[src/rtl/core/cfb_pkg.sv]
// ----------------------------------------------------------------------------
// cfb_pkg
// Shared types, constants and the CRC byte update for the command frame
// builder.
// ----------------------------------------------------------------------------
package cfb_pkg;

  // Frame layout: seven data bytes, then the CRC high and low bytes.
  localparam int unsigned FRAME_LEN = 9;
  localparam int unsigned CRC_SPAN  = 7;
  localparam int unsigned IDX_W     = $clog2(FRAME_LEN);
  localparam int unsigned POS_W     = $clog2(CRC_SPAN);

  localparam logic [IDX_W-1:0] BYTE_FIRST  = IDX_W'(0);
  localparam logic [IDX_W-1:0] BYTE_CRC_HI = IDX_W'(CRC_SPAN);
  localparam logic [IDX_W-1:0] BYTE_LAST   = IDX_W'(FRAME_LEN - 1);

  // Reflected CRC-16 as used on Modbus links.
  localparam logic [15:0] CRC_INIT = 16'hFFFF;
  localparam logic [15:0] CRC_POLY = 16'hA001;

  // Configuration register indexes and reset values.
  localparam logic REG_FRAME_ADDRESS  = 1'b0;
  localparam logic REG_FRAME_FUNCTION = 1'b1;

  localparam logic [7:0] FRAME_ADDRESS_RST  = 8'h0C;
  localparam logic [7:0] FRAME_FUNCTION_RST = 8'h02;

  // The seven bytes that the CRC covers, in frame order.
  typedef struct packed {
    logic [7:0] frame_address;
    logic [7:0] frame_function;
    logic [7:0] command_code;
    logic [7:0] value_byte_one;
    logic [7:0] value_byte_two;
    logic [7:0] value_byte_three;
    logic [7:0] value_byte_four;
  } cfb_frame_t;

  // Fold one byte into the CRC, least significant bit first.
  function automatic logic [15:0] crc_feed(input logic [15:0] crc_in,
                                           input logic [7:0]  data);
    logic [15:0] crc;
    crc = crc_in ^ {8'h00, data};
    for (int b = 0; b < 8; b++) begin
      if (crc[0]) begin
        crc = (crc >> 1) ^ CRC_POLY;
      end else begin
        crc = crc >> 1;
      end
    end
    return crc;
  endfunction

endpackage

[src/rtl/core/cfb_cmd_stage.sv]
// ----------------------------------------------------------------------------
// cfb_cmd_stage
// Input register: holds one command request, with the header bytes captured
// alongside, until the serialiser is free to take it.
// ----------------------------------------------------------------------------
module cfb_cmd_stage
  import cfb_pkg::*;
(
  input  logic       clk_i,
  input  logic       rst_ni,
  input  logic       in_valid_i,
  output logic       in_ready_o,
  input  cfb_frame_t in_frame_i,
  input  logic       take_i,
  output logic       cmd_valid_o,
  output cfb_frame_t cmd_frame_o
);

  logic       full_q, full_d;
  cfb_frame_t frame_q;

  // The register frees up in the same cycle the serialiser takes its content.
  assign in_ready_o = !full_q || take_i;
  assign full_d     = in_ready_o ? in_valid_i : full_q;

  always_ff @(posedge clk_i or negedge rst_ni) begin
    if (!rst_ni) begin
      full_q <= 1'b0;
    end else begin
      full_q <= full_d;
    end
  end

  // Payload capture; no reset needed.
  always_ff @(posedge clk_i) begin
    if (in_valid_i && in_ready_o) begin
      frame_q <= in_frame_i;
    end
  end

  assign cmd_valid_o = full_q;
  assign cmd_frame_o = frame_q;

endmodule

[src/rtl/core/cfb_serializer.sv]
// ----------------------------------------------------------------------------
// cfb_serializer
// Sends a frame one byte per request, folding each data byte into the CRC as
// it leaves, then appends the CRC high and low bytes.
// ----------------------------------------------------------------------------
module cfb_serializer
  import cfb_pkg::*;
(
  input  logic       clk_i,
  input  logic       rst_ni,
  input  logic       cmd_valid_i,
  input  cfb_frame_t cmd_frame_i,
  output logic       take_o,
  output logic       out_valid_o,
  input  logic       out_ready_i,
  output logic [7:0] frame_byte_o,
  output logic       last_byte_o
);

  logic             busy_q, busy_d;
  logic [IDX_W-1:0] idx_q, idx_d;
  logic [15:0]      crc_q, crc_d;
  logic [7:0]       data_q [CRC_SPAN];
  logic [7:0]       cur_data;
  logic             out_fire;
  logic             in_data;

  assign out_fire = busy_q && out_ready_i;
  assign in_data  = idx_q < BYTE_CRC_HI;

  // A new frame is loaded when idle or as the last byte is taken.
  assign take_o = !busy_q || (out_ready_i && idx_q == BYTE_LAST);

  assign cur_data = data_q[idx_q[POS_W-1:0]];

  // Counter, busy flag and running CRC.
  always_comb begin
    busy_d = busy_q;
    idx_d  = idx_q;
    crc_d  = crc_q;
    if (take_o) begin
      busy_d = cmd_valid_i;
      idx_d  = BYTE_FIRST;
      crc_d  = CRC_INIT;
    end else if (out_fire) begin
      idx_d = idx_q + IDX_W'(1);
      if (in_data) begin
        crc_d = crc_feed(crc_q, cur_data);
      end
    end
  end

  always_ff @(posedge clk_i or negedge rst_ni) begin
    if (!rst_ni) begin
      busy_q <= 1'b0;
      idx_q  <= BYTE_FIRST;
      crc_q  <= CRC_INIT;
    end else begin
      busy_q <= busy_d;
      idx_q  <= idx_d;
      crc_q  <= crc_d;
    end
  end

  // Frame data bytes, loaded whole when a new command is taken.
  always_ff @(posedge clk_i) begin
    if (take_o && cmd_valid_i) begin
      data_q[0] <= cmd_frame_i.frame_address;
      data_q[1] <= cmd_frame_i.frame_function;
      data_q[2] <= cmd_frame_i.command_code;
      data_q[3] <= cmd_frame_i.value_byte_one;
      data_q[4] <= cmd_frame_i.value_byte_two;
      data_q[5] <= cmd_frame_i.value_byte_three;
      data_q[6] <= cmd_frame_i.value_byte_four;
    end
  end

  // Output byte selection: data bytes, then CRC high, then CRC low.
  always_comb begin
    if (in_data) begin
      frame_byte_o = cur_data;
    end else if (idx_q == BYTE_CRC_HI) begin
      frame_byte_o = crc_q[15:8];
    end else begin
      frame_byte_o = crc_q[7:0];
    end
  end

  assign out_valid_o = busy_q;
  assign last_byte_o = idx_q == BYTE_LAST;

endmodule

[src/rtl/core/command_frame_crc16_builder.sv]
// ----------------------------------------------------------------------------
// command_frame_crc16_builder
// Builds a nine-byte command frame with a trailing Modbus-style CRC-16.
// ----------------------------------------------------------------------------
// Each accepted command produces nine frame bytes, one per output request:
// address, function, command code, four value bytes, CRC high, CRC low, with
// last_byte_o set on the CRC low byte. The output runs at one byte per cycle
// while out_ready_i is high; a new command is taken as the last byte of a
// frame is taken. One further command is held in the input register while a
// frame drains, and the first byte of a frame is presented in the cycle after
// the command reaches the serialiser. The address and function header bytes
// are captured when the command is accepted.
module command_frame_crc16_builder
  import cfb_pkg::*;
(
  input  logic       clk_i,
  input  logic       rst_ni,
  input  logic       cfg_we_i,
  input  logic       cfg_index_i,
  input  logic [7:0] cfg_data_i,
  input  logic       in_valid_i,
  output logic       in_ready_o,
  input  logic [7:0] command_code_i,
  input  logic [7:0] value_byte_one_i,
  input  logic [7:0] value_byte_two_i,
  input  logic [7:0] value_byte_three_i,
  input  logic [7:0] value_byte_four_i,
  output logic       out_valid_o,
  input  logic       out_ready_i,
  output logic [7:0] frame_byte_o,
  output logic       last_byte_o
);

  logic [7:0] frame_address_q;
  logic [7:0] frame_function_q;
  cfb_frame_t in_frame;
  cfb_frame_t cmd_frame;
  logic       cmd_valid;
  logic       take;

  // Configuration registers.
  always_ff @(posedge clk_i or negedge rst_ni) begin
    if (!rst_ni) begin
      frame_address_q  <= FRAME_ADDRESS_RST;
      frame_function_q <= FRAME_FUNCTION_RST;
    end else if (cfg_we_i) begin
      case (cfg_index_i)
        REG_FRAME_ADDRESS:  frame_address_q  <= cfg_data_i;
        REG_FRAME_FUNCTION: frame_function_q <= cfg_data_i;
        default: ;
      endcase
    end
  end

  // Assemble the covered part of the frame.
  always_comb begin
    in_frame.frame_address    = frame_address_q;
    in_frame.frame_function   = frame_function_q;
    in_frame.command_code     = command_code_i;
    in_frame.value_byte_one   = value_byte_one_i;
    in_frame.value_byte_two   = value_byte_two_i;
    in_frame.value_byte_three = value_byte_three_i;
    in_frame.value_byte_four  = value_byte_four_i;
  end

  cfb_cmd_stage u_cmd_stage (
    .clk_i       (clk_i),
    .rst_ni      (rst_ni),
    .in_valid_i  (in_valid_i),
    .in_ready_o  (in_ready_o),
    .in_frame_i  (in_frame),
    .take_i      (take),
    .cmd_valid_o (cmd_valid),
    .cmd_frame_o (cmd_frame)
  );

  cfb_serializer u_serializer (
    .clk_i        (clk_i),
    .rst_ni       (rst_ni),
    .cmd_valid_i  (cmd_valid),
    .cmd_frame_i  (cmd_frame),
    .take_o       (take),
    .out_valid_o  (out_valid_o),
    .out_ready_i  (out_ready_i),
    .frame_byte_o (frame_byte_o),
    .last_byte_o  (last_byte_o)
  );

  // A stalled input can only mean a frame is still being sent.
  a_stall_needs_busy: assert property (@(posedge clk_i) disable iff (!rst_ni)
    !in_ready_o |-> out_valid_o)
    else $error("input stalled while serialiser idle");

  // Within a frame, every byte but the last is followed by another.
  a_frame_continues: assert property (@(posedge clk_i) disable iff (!rst_ni)
    out_valid_o && out_ready_i && !last_byte_o |=> out_valid_o)
    else $error("frame ended early");

  // After the last byte the next frame starts exactly when a command waited.
  a_next_frame: assert property (@(posedge clk_i) disable iff (!rst_ni)
    out_valid_o && out_ready_i && last_byte_o |=> out_valid_o == $past(cmd_valid))
    else $error("pending command lost or frame invented");

  // A byte held back by the receiver stays as it was.
  a_hold_output: assert property (@(posedge clk_i) disable iff (!rst_ni)
    out_valid_o && !out_ready_i |=> out_valid_o && $stable(frame_byte_o)
      && $stable(last_byte_o))
    else $error("stalled output byte changed");

endmodule
[config.mk]
export PLATFORM = sky130hd
export DESIGN_NAME = command_frame_crc16_builder
export DESIGN_NICKNAME = d
export VERILOG_FILES = /design/src/rtl/core/cfb_pkg.sv /design/src/rtl/core/cfb_cmd_stage.sv /design/src/rtl/core/cfb_serializer.sv /design/src/rtl/core/command_frame_crc16_builder.sv
export SDC_FILE = /design/constraint.sdc
export NUM_CORES = 1
export LEC_CHECK = 0
export BUFFER_PORTS_ARGS = -buffer_cell sky130_fd_sc_hd__buf_2
export CAP_MARGIN = 20
export CORE_ASPECT_RATIO = 1.75
export CORE_MARGIN = 4
export CORE_UTILIZATION = 58
export DETAILED_ROUTE_END_ITERATION = 6
export PLACE_DENSITY = 0.9
export SKIP_LAST_GASP = 1
export SLEW_MARGIN = 20
export SYNTH_ARGS = -nofsm -noshare
export SYNTH_HDL_FRONTEND = slang
export SYNTH_SLANG_ARGS = --single-unit
[constraint.sdc]
create_clock -name clk_i -period 3.8 [get_ports clk_i]
set_input_delay 0.38 -clock clk_i [delete_from_list [all_inputs] [get_ports clk_i]]
set_output_delay 0.38 -clock clk_i [all_outputs]
set_load 0.02 [all_outputs]
==> metrics.yaml <==
nNetsFinal: 470
reg2reg_from: "u_serializer.idx_q[0]$_DFFE_PN0P_"
comb_power_share: 0.332
crit_cells: 8
port_buffers: 64
gr-usage-all-layers: 0.196
ys_warn_count: 0
synth_seq_cells: 150
endpoint_kind: "flip-flop"
post-route-drc-count: 0
synth_flop_cell: "edfxtp_1"
endpoint: "u_serializer.crc_q[15]$_DFFE_PN1P_"
peakVddDrop_mv: 0.585
diodes: 0
rows: 48
slowest_delay_ns: 0.83
viasPerCell: 5.54
critPathArrivalTime_ns: 3.42
path_cells: "mux2_2 > o211ai_1 > o221ai_2 > xor2_1 > xor3_1 > xnor3_1 > xor2_1 > a21oi_1"
yosysTopAreaCell: "edfxtp_1"
grt_pass1_vias: 3290
p_clk_frac: 0.274
path_buf_inv: 0
clk_latency_ns: 0.41
r2r_slack_ns: 0.72
leakage_nw: 2.61
power_switching_mw: 1.89
avgRoutedWirePerCell_um: 19.9
netlist_area_sq_um: 5880
synth.avg_cell_area_sq_um: 17.2
place_congestion: 0.898
hold_path_class: "input pin to async pin"
fin_crit_sh: 0.811
dieArea_sq_um: 11900
ys_async_sr_fraction: 0.253
area_delta_synth_final_pct: 17.3
routed-via-count: 3058
slew_headroom: 0.387
cts_buffers: 17
slew_viol_final: 0
cap_violations: 0
timing.final.ws_setup_ns: 0.720
hold_buffers: 0
core_sq_um: 9910
critPathTopFamily: "XOR/XNOR gates"
rr_worst_depth: 8
worst_pin_slew_ns: 0.917
dr.pass1.iters: 4
numClockSinks: 150
synth_nets: 397
final_cells: 552
num_io_pins: 65
p_int_mw: 4.03
p_sw_frac: 0.319
synth_edf_count: 112
highest_layer: "met4"
dp_cells: 520
hold_viol: 0
pre_cts_slack_ns: 0.771
p_per_area_nw_per_um2: 860
overflow: 0
multiInputGateArea_sq_um: 1450
synth_top_area_share: 0.572
post-cts-setup-buffers: 0
ys_top_cells_by_area: "edfxtp_1 57%, dfstp_2 8.5%, dfrtp_1 8.1%, mux2i_1 4.1%, mux2_2 3.8%"
clk_path_buf_depth: 2
wl_um: 11000
first_iter_violations: 149
seqPwrFrac: 0.394
rsz0062_at_grt: "no"
layout-drive-gt1-share: 0.377
clk_pin_slew_worst_paths_ns: 0.06
finalClockSkew_ns: 0.00571
syn_inst: 341
status: "complete, no violations"
finalWorstPathRequiredPeriod_ns: 3.08
dpl.hpwl_um: 7390
cts_tree: "built"
antenna_found_initial: 0
fmax_mhz: 325
setup_violations: 0
grt_first_pass_wirelength_um: 17100
cp-startpoint: "u_serializer.idx_q[0]$_DFFE_PN0P_"
h-tree-depth: 4
critPathKind: "flip-flop to flip-flop"
wl_met3_um: 466
grt_max_degree: 57
die_h_um: 141
slowest_stage: "dfrtp_1"
cp.required_ns: 4.14
fillers: 610
ys_types: 40
die_w_um: 84.1
ys_seq_area_frac: 0.738
register_area_sq_um: 4340
antenna_left: 0
met2_length_um: 6430
ctsResizeCount: 0
r2r-end: "u_serializer.crc_q[15]$_DFFE_PN1P_"
root_buffer: "clkbuf_16"
start_util: 0.593
worst_setup_path_start_kind: "flip-flop"
path_common_cell: "xor2_1"
fin_util: 0.696
wl_met1_um: 3670
fin_tns_setup_ns: 0
critical_path.max_fanout: 15
==> worst min-delay path by stage <==
stage	start	endpoint	slack (ns)	cells past startpoint
2_1_floorplan	rst_ni	frame_address_q[0]$_DFFE_PN0P_	0.08	0
3_3_place_gp	u_cmd_stage.cmd_frame_o[49]$_DFFE_PP_	u_serializer.data_q[0][1]$_DFFE_PP_	0.40	0
3_5_place_dp	u_cmd_stage.cmd_frame_o[52]$_DFFE_PP_	u_serializer.data_q[0][4]$_DFFE_PP_	0.40	0
4_1_cts	rst_ni	u_serializer.idx_q[2]$_DFFE_PN0P_	0.1	1
5_1_grt	command_code_i[5]	u_cmd_stage.cmd_frame_o[37]$_DFFE_PP_	0.12	1
6_report	rst_ni	u_serializer.idx_q[2]$_DFFE_PN0P_	0.09	1
==> cell type report <==
class                   instances  share of cell area
flip-flops and latches        150               0.630
inverters                       2             0.00109
repair buffers                 68              0.0508
well taps                     125              0.0227
clock inverters                10              0.0129
clock buffers                  22              0.0733
multi-input cells             175               0.210
==> synthesized netlist by cell type, types with 2 or more instances <==
library cell and count:
edfxtp_1 112, dfrtp_1 19, o221ai_2 6, o22a_1 5
nand2b_1 8, nor2_1 13, nand3_1 2, o211ai_1 2
xnor2_1 9, buf_6 4, and2_1 3, o21ai_0 11
nand2_1 20, mux2_4 4, dfstp_2 19, o22ai_1 3
mux2_2 20, clkbuf_1 8, xor2_1 8, mux2i_1 24
a21oi_1 12, o211ai_2 4, inv_1 2, nor2b_1 5
ha_1 2, xor2_2 2
==> cells in the final DEF (no fill, tap or decap), drive strengths merged, types with 3 or more instances in the layout <==
cell type / synthesis / layout
edfxtp: 112 / 112
buf: 6 / 68
mux2i: 24 / 24
mux2: 24 / 24
clkbuf: 8 / 22
nand2: 20 / 20
dfstp: 19 / 19
dfrtp: 19 / 19
nor2: 13 / 13
a21oi: 12 / 12
o21ai: 11 / 11
xnor2: 10 / 10
xor2: 10 / 10
nand2b: 8 / 8
o221ai: 6 / 6
o211ai: 6 / 6
inv: 2 / 6
nor2b: 5 / 5
o22a: 5 / 5
clkinv: 0 / 5
o22ai: 3 / 3
and2: 3 / 3
==> state kept, by name (all words and copies together) (netlist names) <==
signal,flops
u_cmd_stage.cmd_frame_o,56
u_serializer.data_q,56
u_serializer.crc_q,16
frame_address_q,8
frame_function_q,8
u_serializer.idx_q,4
u_cmd_stage.cmd_valid_o,1
u_serializer.out_valid_o,1
==> power by group through the flow <==
stage | clock, mW | combinational [mW] | sequential [mW]
after global placement | 0 | 1.86 | 2.34
after global routing | 1.73 | 2.12 | 2.36
after floorplan | 0 | 1.67 | 2.21
final | 1.62 | 1.97 | 2.34
after detailed placement | 0 | 1.94 | 2.36
after CTS | 1.64 | 1.96 | 2.33
==> per-layer routing <==
metal  vias up  GRT usage
met3        31     0.0491
met2        93      0.373
li1       1419          -
met1      1515      0.189
met4         0      0.103
met5         -          0
==> kinds of logic (layout without fill, tap and decap cells) <==
kind of cell | after synthesis | count (layout) | synth area share
adders and majority gates | 2 | 2 | 0.00426
xor gates and xnor gates | 22 | 22 | 0.0415
DFF | 150 | 150 | 0.738
and+or+nand+nor | 56 | 56 | 0.0460
AOI/OAI and AO/OA | 46 | 46 | 0.0605
muxes | 49 | 49 | 0.0933
buffers and inverters | 16 | 102 | 0.0162
==> stage by stage <==
step / hold slack, ns / area (sq um) / power (mW)
6_report: 0.0929 / 6890 / 5.92
3_3_place_gp: 0.405 / 6300 / 4.20
5_1_grt: 0.123 / 6890 / 6.21
4_1_cts: 0.0998 / 6890 / 5.94
3_5_place_dp: 0.405 / 6300 / 4.30
2_1_floorplan: 0.0844 / 5880 / 3.88
No activity file was read; power rests on OpenSTA's default activity.
